==> src/rtl/bda_pkg.sv <==
package bda_pkg;

    localparam int SAMPLE_W    = 32;
    localparam int SUM_W       = 38;
    localparam int MERGE_W     = 7;
    localparam int FILL_W      = 6;
    localparam int POS_W       = 12;
    localparam int OUT_W       = 16;
    localparam int REM_W       = 6;
    localparam int CNT_W       = 6;
    localparam int SCALE_W     = 14;
    localparam int PROD_W      = SUM_W + SCALE_W;
    localparam int SCALE_SHIFT = 26;
    localparam int SCALED_W    = PROD_W - SCALE_SHIFT;

    localparam logic [SCALE_W-1:0] SCALE_MUL         = 14'd13422;
    localparam logic [MERGE_W-1:0] SHORT_MERGE_LIMIT = 7'd4;
    localparam logic [CNT_W-1:0]   DIV_LAST_STEP     = 6'(SUM_W - 1);
    localparam logic [SCALED_W-1:0] POS_LIMIT        = 26'd32767;
    localparam logic [SCALED_W-1:0] NEG_LIMIT        = 26'd32768;
    localparam logic [OUT_W-1:0]   OUT_MAX           = 16'h7fff;
    localparam logic [OUT_W-1:0]   OUT_MIN           = 16'h8000;

    // one closed group, handed from the front to the back
    typedef struct packed {
        logic signed [SUM_W-1:0] sum;
        logic [MERGE_W-1:0]      merge;
        logic [POS_W-1:0]        pos;
        logic                    last;
    } group_req_t;

    typedef enum logic [3:0] {
        ST_IDLE = 4'b0001,
        ST_DIV  = 4'b0010,
        ST_MUL  = 4'b0100,
        ST_DONE = 4'b1000
    } back_state_t;

endpackage

==> src/rtl/bda_front.sv <==
module bda_front #(
    parameter int BUFFER_SAMPLES       = 4096,
    parameter int SHORT_BUFFER_SAMPLES = 1024,
    parameter int MAX_MERGE            = 64
) (
    input  logic                                  clk,
    input  logic                                  rst_n,
    input  logic                                  cfg_write_en,
    input  logic [bda_pkg::MERGE_W-1:0]           cfg_write_data,
    input  logic                                  in_valid,
    output logic                                  in_ready,
    input  logic signed [bda_pkg::SAMPLE_W-1:0]   raw_sample,
    output logic                                  push_valid,
    input  logic                                  push_ready,
    output bda_pkg::group_req_t                   push_data
);

    logic [bda_pkg::MERGE_W-1:0]       avg_len_reg;
    logic signed [bda_pkg::SUM_W-1:0]  group_sum_reg, group_sum_next;
    logic [bda_pkg::FILL_W-1:0]        group_fill_reg, group_fill_next;
    logic [bda_pkg::POS_W-1:0]         out_position_reg, out_position_next;

    logic [bda_pkg::MERGE_W-1:0]       merge_eff;
    logic [bda_pkg::POS_W:0]           buf_size;
    logic signed [bda_pkg::SUM_W-1:0]  sum_new;
    logic                              close_group;
    logic                              is_last;
    logic                              accept;

    // clamp the merge count into its legal range
    always_comb
    begin
        if (avg_len_reg == '0)
            merge_eff = bda_pkg::MERGE_W'(1);
        else if (avg_len_reg > bda_pkg::MERGE_W'(MAX_MERGE))
            merge_eff = bda_pkg::MERGE_W'(MAX_MERGE);
        else
            merge_eff = avg_len_reg;
    end

    // group close and buffer position
    always_comb
    begin
        buf_size    = (merge_eff < bda_pkg::SHORT_MERGE_LIMIT)
                      ? (bda_pkg::POS_W+1)'(SHORT_BUFFER_SAMPLES)
                      : (bda_pkg::POS_W+1)'(BUFFER_SAMPLES);
        sum_new     = group_sum_reg
                      + {{(bda_pkg::SUM_W-bda_pkg::SAMPLE_W){raw_sample[bda_pkg::SAMPLE_W-1]}},
                         raw_sample};
        close_group = !(({1'b0, group_fill_reg} + bda_pkg::MERGE_W'(1)) < merge_eff);
        is_last     = ({1'b0, out_position_reg} + (bda_pkg::POS_W+1)'(1)) >= buf_size;
    end

    assign in_ready   = push_ready;
    assign accept     = in_valid && in_ready;
    assign push_valid = in_valid && close_group;

    assign push_data.sum   = sum_new;
    assign push_data.merge = merge_eff;
    assign push_data.pos   = out_position_reg;
    assign push_data.last  = is_last;

    // accumulator update per accepted request
    always_comb
    begin
        group_sum_next    = group_sum_reg;
        group_fill_next   = group_fill_reg;
        out_position_next = out_position_reg;
        if (accept)
        begin
            if (close_group)
            begin
                group_sum_next    = '0;
                group_fill_next   = '0;
                out_position_next = is_last ? '0 : out_position_reg + bda_pkg::POS_W'(1);
            end
            else
            begin
                group_sum_next  = sum_new;
                group_fill_next = group_fill_reg + bda_pkg::FILL_W'(1);
            end
        end
    end

    always_ff @(posedge clk or negedge rst_n)
    begin
        if (!rst_n)
        begin
            avg_len_reg      <= bda_pkg::MERGE_W'(4);
            group_sum_reg    <= '0;
            group_fill_reg   <= '0;
            out_position_reg <= '0;
        end
        else
        begin
            if (cfg_write_en)
                avg_len_reg <= cfg_write_data;
            group_sum_reg    <= group_sum_next;
            group_fill_reg   <= group_fill_next;
            out_position_reg <= out_position_next;
        end
    end

endmodule

==> src/rtl/bda_queue.sv <==
module bda_queue (
    input  logic                clk,
    input  logic                rst_n,
    input  logic                push_valid,
    output logic                push_ready,
    input  bda_pkg::group_req_t push_data,
    output logic                pop_valid,
    input  logic                pop_ready,
    output bda_pkg::group_req_t pop_data
);

    bda_pkg::group_req_t slot_reg [2];
    logic       wr_ptr_reg, wr_ptr_next;
    logic       rd_ptr_reg, rd_ptr_next;
    logic [1:0] count_reg, count_next;
    logic       do_push, do_pop;

    assign push_ready = (count_reg != 2'd2);
    assign pop_valid  = (count_reg != 2'd0);
    assign pop_data   = slot_reg[rd_ptr_reg];
    assign do_push    = push_valid && push_ready;
    assign do_pop     = pop_valid && pop_ready;

    // pointer and occupancy
    always_comb
    begin
        wr_ptr_next = do_push ? !wr_ptr_reg : wr_ptr_reg;
        rd_ptr_next = do_pop ? !rd_ptr_reg : rd_ptr_reg;
        count_next  = count_reg + {1'b0, do_push} - {1'b0, do_pop};
    end

    always_ff @(posedge clk or negedge rst_n)
    begin
        if (!rst_n)
        begin
            wr_ptr_reg <= 1'b0;
            rd_ptr_reg <= 1'b0;
            count_reg  <= 2'd0;
        end
        else
        begin
            wr_ptr_reg <= wr_ptr_next;
            rd_ptr_reg <= rd_ptr_next;
            count_reg  <= count_next;
        end
    end

    // storage slots
    always_ff @(posedge clk)
    begin
        if (do_push)
            slot_reg[wr_ptr_reg] <= push_data;
    end

endmodule

==> src/rtl/bda_back.sv <==
module bda_back (
    input  logic                               clk,
    input  logic                               rst_n,
    input  logic                               pop_valid,
    output logic                               pop_ready,
    input  bda_pkg::group_req_t                pop_data,
    output logic                               out_valid,
    input  logic                               out_ready,
    output logic signed [bda_pkg::OUT_W-1:0]   sample_out,
    output logic [bda_pkg::POS_W-1:0]          sample_index,
    output logic                               buffer_last
);

    bda_pkg::back_state_t state_reg, state_next;

    logic [bda_pkg::SUM_W-1:0]    quot_reg;
    logic [bda_pkg::REM_W-1:0]    rem_reg;
    logic [bda_pkg::MERGE_W-1:0]  div_reg;
    logic [bda_pkg::CNT_W-1:0]    cnt_reg;
    logic                         neg_reg;
    logic [bda_pkg::POS_W-1:0]    pos_reg;
    logic                         last_reg;
    logic [bda_pkg::PROD_W-1:0]   prod_reg;

    logic                         out_valid_reg;
    logic [bda_pkg::OUT_W-1:0]    out_data_reg;
    logic [bda_pkg::POS_W-1:0]    out_pos_reg;
    logic                         out_last_reg;

    logic [bda_pkg::MERGE_W-1:0]  rem_shift;
    logic                         rem_ge;
    logic [bda_pkg::SUM_W-1:0]    sum_mag;
    logic [bda_pkg::SCALED_W-1:0] scaled;
    logic [bda_pkg::OUT_W-1:0]    result;
    logic                         out_free;
    logic                         load_out;
    logic                         take;

    assign pop_ready = (state_reg == bda_pkg::ST_IDLE);
    assign take      = pop_valid && pop_ready;
    assign out_free  = !out_valid_reg || out_ready;
    assign load_out  = (state_reg == bda_pkg::ST_DONE) && out_free;

    // magnitude of the group sum
    assign sum_mag = pop_data.sum[bda_pkg::SUM_W-1]
                     ? (~pop_data.sum + bda_pkg::SUM_W'(1))
                     : pop_data.sum;

    // one restoring division step
    always_comb
    begin
        rem_shift = {rem_reg, quot_reg[bda_pkg::SUM_W-1]};
        rem_ge    = (rem_shift >= div_reg);
    end

    // scale and saturate
    always_comb
    begin
        scaled = prod_reg[bda_pkg::PROD_W-1:bda_pkg::SCALE_SHIFT];
        if (neg_reg)
            result = (scaled > bda_pkg::NEG_LIMIT) ? bda_pkg::OUT_MIN
                                                   : (~scaled[bda_pkg::OUT_W-1:0]
                                                      + bda_pkg::OUT_W'(1));
        else
            result = (scaled > bda_pkg::POS_LIMIT) ? bda_pkg::OUT_MAX
                                                   : scaled[bda_pkg::OUT_W-1:0];
    end

    // sequencer
    always_comb
    begin
        state_next = state_reg;
        case (state_reg)
            bda_pkg::ST_IDLE:
                if (take)
                    state_next = bda_pkg::ST_DIV;
            bda_pkg::ST_DIV:
                if (cnt_reg == bda_pkg::DIV_LAST_STEP)
                    state_next = bda_pkg::ST_MUL;
            bda_pkg::ST_MUL:
                state_next = bda_pkg::ST_DONE;
            bda_pkg::ST_DONE:
                if (out_free)
                    state_next = bda_pkg::ST_IDLE;
            default:
                state_next = bda_pkg::ST_IDLE;
        endcase
    end

    always_ff @(posedge clk or negedge rst_n)
    begin
        if (!rst_n)
        begin
            state_reg     <= bda_pkg::ST_IDLE;
            cnt_reg       <= '0;
            out_valid_reg <= 1'b0;
        end
        else
        begin
            state_reg <= state_next;
            if (take)
                cnt_reg <= '0;
            else if (state_reg == bda_pkg::ST_DIV)
                cnt_reg <= cnt_reg + bda_pkg::CNT_W'(1);
            if (load_out)
                out_valid_reg <= 1'b1;
            else if (out_ready)
                out_valid_reg <= 1'b0;
        end
    end

    // datapath registers
    always_ff @(posedge clk)
    begin
        if (take)
        begin
            quot_reg <= sum_mag;
            rem_reg  <= '0;
            div_reg  <= pop_data.merge;
            neg_reg  <= pop_data.sum[bda_pkg::SUM_W-1];
            pos_reg  <= pop_data.pos;
            last_reg <= pop_data.last;
        end
        else if (state_reg == bda_pkg::ST_DIV)
        begin
            quot_reg <= {quot_reg[bda_pkg::SUM_W-2:0], rem_ge};
            rem_reg  <= rem_ge ? bda_pkg::REM_W'(rem_shift - div_reg)
                               : bda_pkg::REM_W'(rem_shift);
        end
        if (state_reg == bda_pkg::ST_MUL)
            prod_reg <= bda_pkg::PROD_W'(quot_reg) * bda_pkg::PROD_W'(bda_pkg::SCALE_MUL);
        if (load_out)
        begin
            out_data_reg <= result;
            out_pos_reg  <= pos_reg;
            out_last_reg <= last_reg;
        end
    end

    assign out_valid    = out_valid_reg;
    assign sample_out   = out_data_reg;
    assign sample_index = out_pos_reg;
    assign buffer_last  = out_last_reg;

    // checks
    a_div_count: assert property (@(posedge clk) disable iff (!rst_n)
        (state_reg == bda_pkg::ST_DIV) |-> (cnt_reg <= bda_pkg::DIV_LAST_STEP))
        else $error("division step count overran");

    a_div_nonzero: assert property (@(posedge clk) disable iff (!rst_n)
        (state_reg == bda_pkg::ST_DIV) |-> (div_reg != '0))
        else $error("zero divisor in division");

    a_mul_done: assert property (@(posedge clk) disable iff (!rst_n)
        (state_reg == bda_pkg::ST_MUL) |=> (state_reg == bda_pkg::ST_DONE))
        else $error("multiply not followed by result stage");

    a_hold_done: assert property (@(posedge clk) disable iff (!rst_n)
        (state_reg == bda_pkg::ST_DONE && out_valid_reg && !out_ready)
        |=> (state_reg == bda_pkg::ST_DONE))
        else $error("result overwrote a pending output");

endmodule

==> src/rtl/boxcar_decimating_averager.sv <==
// channel   direction  handshake                 payload
// cfg       in         cfg_write_en              cfg_write_data[6:0] (average length)
// in        in         in_valid / in_ready       raw_sample[31:0] signed
// out       out        out_valid / out_ready     sample_out[15:0] signed, sample_index[11:0],
//                                                buffer_last
//
// the front takes one sample request per cycle while the group queue has room
// each closed group passes through the back in steps: load, 38 division steps, multiply, result
// the bit-serial divider in the back sets the output rate
// reset clears the accumulator, buffer position, queue and output; the average length resets to 4
// a two-entry group queue and the output register let front and back stall on their own
module boxcar_decimating_averager #(
    parameter int BUFFER_SAMPLES       = 4096,
    parameter int SHORT_BUFFER_SAMPLES = 1024,
    parameter int MAX_MERGE            = 64
) (
    input  logic                                  clk,
    input  logic                                  rst_n,
    input  logic                                  cfg_write_en,
    input  logic [bda_pkg::MERGE_W-1:0]           cfg_write_data,
    input  logic                                  in_valid,
    output logic                                  in_ready,
    input  logic signed [bda_pkg::SAMPLE_W-1:0]   raw_sample,
    output logic                                  out_valid,
    input  logic                                  out_ready,
    output logic signed [bda_pkg::OUT_W-1:0]      sample_out,
    output logic [bda_pkg::POS_W-1:0]             sample_index,
    output logic                                  buffer_last
);

    logic                push_valid, push_ready;
    bda_pkg::group_req_t push_data;
    logic                pop_valid, pop_ready;
    bda_pkg::group_req_t pop_data;

    // accumulate and close groups
    bda_front #(
        .BUFFER_SAMPLES       (BUFFER_SAMPLES),
        .SHORT_BUFFER_SAMPLES (SHORT_BUFFER_SAMPLES),
        .MAX_MERGE            (MAX_MERGE)
    ) u_front (
        .clk            (clk),
        .rst_n          (rst_n),
        .cfg_write_en   (cfg_write_en),
        .cfg_write_data (cfg_write_data),
        .in_valid       (in_valid),
        .in_ready       (in_ready),
        .raw_sample     (raw_sample),
        .push_valid     (push_valid),
        .push_ready     (push_ready),
        .push_data      (push_data)
    );

    // closed group queue
    bda_queue u_queue (
        .clk        (clk),
        .rst_n      (rst_n),
        .push_valid (push_valid),
        .push_ready (push_ready),
        .push_data  (push_data),
        .pop_valid  (pop_valid),
        .pop_ready  (pop_ready),
        .pop_data   (pop_data)
    );

    // divide, scale, saturate
    bda_back u_back (
        .clk          (clk),
        .rst_n        (rst_n),
        .pop_valid    (pop_valid),
        .pop_ready    (pop_ready),
        .pop_data     (pop_data),
        .out_valid    (out_valid),
        .out_ready    (out_ready),
        .sample_out   (sample_out),
        .sample_index (sample_index),
        .buffer_last  (buffer_last)
    );

endmodule

==> config.mk <==
export PLATFORM = sky130hd
export DESIGN_NAME = boxcar_decimating_averager
export DESIGN_NICKNAME = d
export VERILOG_FILES = /design/src/rtl/bda_pkg.sv /design/src/rtl/bda_front.sv /design/src/rtl/bda_queue.sv /design/src/rtl/bda_back.sv /design/src/rtl/boxcar_decimating_averager.sv
export SDC_FILE = /design/constraint.sdc
export NUM_CORES = 1
export LEC_CHECK = 0
export BUFFER_PORTS_ARGS = -buffer_cell sky130_fd_sc_hd__buf_4
export CAP_MARGIN = 20
export CORE_ASPECT_RATIO = 1.75
export CORE_UTILIZATION = 25
export DETAILED_ROUTE_END_ITERATION = 12
export GPL_ROUTABILITY_DRIVEN = 0
export RECOVER_POWER = 50
export SLEW_MARGIN = 20
export SYNTH_ARGS = -nofsm -noshare
export SYNTH_HDL_FRONTEND = slang
export SYNTH_SLANG_ARGS = --single-unit
==> constraint.sdc <==
create_clock -name clk -period 5.1 [get_ports clk]
set_input_delay 0.255 -clock clk [delete_from_list [all_inputs] [get_ports clk]]
set_output_delay 0.255 -clock clk [all_outputs]
set_load 0.02 [all_outputs]
==> results.yml <==
critical_path:
  crit_fanout: 4
  worst-path-buf-inv: 5
  crit_path_end_kind: "flip-flop"
  worstSetupPathType: "reg2reg"
  arrival_ps: 5690
  worstPathCellList: "ha_4, inv_2, fa_1, fa_1, inv_2, fa_1, inv_2, fa_1, inv_2, ha_4, buf_6, a21o_1, a21oi_2, a2bb2oi_2, o2111ai_4, and2_4, a221o_1, a211o_1, xnor2_1"
  cpMaxStageDelayCell: "fa_1"
  required_ps: 5450
  cpPeakStageDelay_ps: 560
  worst_setup_path_start_kind: "flip-flop"
  critPathTopFamily: "adder cells"
sta:
  drv_slew: 159
  grt_setup_unrepaired: "true"
  finalWorstPathRequiredPeriod_ps: 5340
  setup-tns-final_ps: -1450
  slew_headroom_pct: -79.5
  setup_viol: 11
  tightest_slew_ps: 2690
  finalCritPeriodShare_pct: 105
  max_freq_ghz: 0.187
  skew_ps: 25.3
  finalHoldViolCount: 0
  setup_slack_ps: -238
synth:
  synthXorXnorAreaFrac_pct: 4.21
  synthArstFlopShare_pct: 24.8
  syn_area_sq_um: 25000
  seq_area_frac_synth_pct: 36.0
  syn_nets: 2888
  synth-simple-area-share_pct: 9.20
  ys_top_cells_by_area: "edfxtp_1 28%, fa_1 17%, ha_1 11%"
  synth_seq_cells: 314
  avgSynthCellArea_sq_um: 10.3
  synth_top_family_by_area: "adder cells"
  yosysTopAreaCell: "edfxtp_1"
  synth-main-ff-cell: "edfxtp_1"
  netlist_top_cells_count: "463 x inv_1, 230 x edfxtp_1, 218 x ha_1"
  synth_edf_count: 230
  synth_mux_area_share_pct: 2.92
  synth_fa_ha_area_share_pct: 27.4
  syn_inst: 2420
  ys_warn_count: 0
  yosys.area.top_type_share_pct: 27.7
  synth.most_common_cell: "inv_1"
  synth_cell_types: 71
  synth-compound-area-share_pct: 12.1
grt:
  grt_pass1_wl_um: 93600
  antenna_found_initial: 0
  track_usage_pct: 11.6
  grt_max_degree: 74
  first_global_vias: 18900
  gr-total-overflow: 0
clocking:
  cts_buffer_depth: 3
  cts_tree: "done"
  worstSkewPairLatency_ps: 610
  cts.sinks: 314
  htreeDepth: 1
  numCtsBuffers: 30
  cts_root_buf: "clkbuf_16"
  clk_pin_slew_ps: 70
routing:
  wl_met2_um: 31600
  met3_length_um: 1240
  drtPass1Iterations: 5
  vias_per_cell: 4.33
  drc: 0
  ant_nets: 0
  wl_per_cell_um: 14.2
  totalWireLength_um: 58000
  vias: 17600
  routed.top_layer: "met4"
  drt_iter0_drc: 561
  wl_met1_um: 22000
die:
  die_height_um: 420
  ioPinCount: 75
  start_util_pct: 25.2
  dieArea_sq_um: 101000
  die_x_um: 241
  core_area_sq_um: 99200
  fp-row-count: 153
worst_hold_path:
  hold_class: "in2reg"
status:
  violations: "max-capacitance violations, max-slew violations, negative setup slack"
  status: "finished, violations left"
final_layout:
  fill_cells: 10200
  syn2layout_area_growth_pct: 25.1
  multi_input_area_sq_um: 15200
  drive_gt1_share_pct: 21.7
  nets: 3202
  regArea_sq_um: 8980
  largest_reg_flops: 116
  antenna_cells: 0
placed_design:
  io_buffers: 74
  dp_hpwl_um: 46700
job:
  maxCapViolCount: 4
[placed cells by master (no fill, tap or decap), types with 55 or more instances in the layout]
cell type  netlist  layout
ha_4             0      55
dfrtp_1         76      76
fa_1           206     191
buf_4            1     276
inv_1          463     418
nor2_1          92      86
nand2_1        186     177
edfxtp_1       230     230
o21ai_0        137     124
a21oi_1        110      87
xor2_1          66      66
a21o_1          63      63
ha_1           218     162
[stage by stage]
step / utilization, % / cell area [sq um] / std cells / hold slack (ps) / worst slack (ps)
after floorplan: - / 25300 / 2420 / -40.6 / -65.0
after global placement: 29.0 / 28800 / 3947 / 203 / -420
after detailed placement: 29.0 / 28800 / 3947 / 205 / -463
after CTS: 31.1 / 30900 / 4059 / 1.71 / -194
after global routing: 31.5 / 31200 / 4075 / 24.9 / -425
final: 31.5 / 31200 / 4075 / 23.6 / -238
[logic make-up (layout without fill, tap and decap cells)]
group                    count (synthesis)  count (layout)
AO/OA/AOI/OAI                          477             477
XOR/XNOR                               120             120
adder cells (fa/ha/maj)                424             424
buffers and inverters                  536             874
flip-flops                             314             314
multiplexers                            69              69
AND/OR/NAND/NOR                        480             480
[worst register-to-register path: cells and delay by family, from the launching register on]
| family | cells | cell delay (ps) |
|---|---|---|
| flops | 1 | 500 |
| simple gates | 1 | 200 |
| xor+xnor | 1 | 130 |
| compound gates | 6 | 1330 |
| fa+ha+maj | 6 | 2660 |
| buf+inv | 5 | 270 |
[layer usage]
layer / track usage (%) / up-vias
li1: - / 8794
met1: 11.9 / 8475
met2: 22.9 / 239
met3: 0.979 / 125
met4: 5.90 / 0
met5: 0 / -
[timing repair]
action                                  CTS  global route
pin swaps                               124            71
hold buffers                             18             0
endpoints found under the hold margin    37             0
resized for setup                       132            89
buffers inserted                         39            19
endpoints found under the setup margin   20            22
[final timing paths]
path / to / cells past startpoint / slack [ps] / from
setup reg to reg: u_back.prod_reg[51] / 19 / -240 / u_back.quot_reg[28]
hold reg to reg: u_back.sample_index[2] / 0 / 420 / u_back.pos_reg[2]
max in group asynchronous: u_front.group_sum_reg[6] / 3 / 2200 / rst_n
setup / recovery: u_back.prod_reg[51] / 19 / -240 / u_back.quot_reg[28]
min in group asynchronous: u_back.out_valid / 2 / 610 / rst_n
hold / removal: u_queue.slot_reg[0][20] / 2 / 20 / raw_sample[0]
[area by class of cell]
type / instances / area share [%]
clock inverter: 19 / 0.597
tap: 1317 / 5.28
clock buffer: 37 / 2.62
multi-input combinational: 1570 / 48.7
inverter: 464 / 5.58
sequential: 314 / 28.8
timing repair buffer: 354 / 8.47
Power is not shown: default switching activity piles up to over one toggle a cycle in this logic, so the estimate is an artifact.
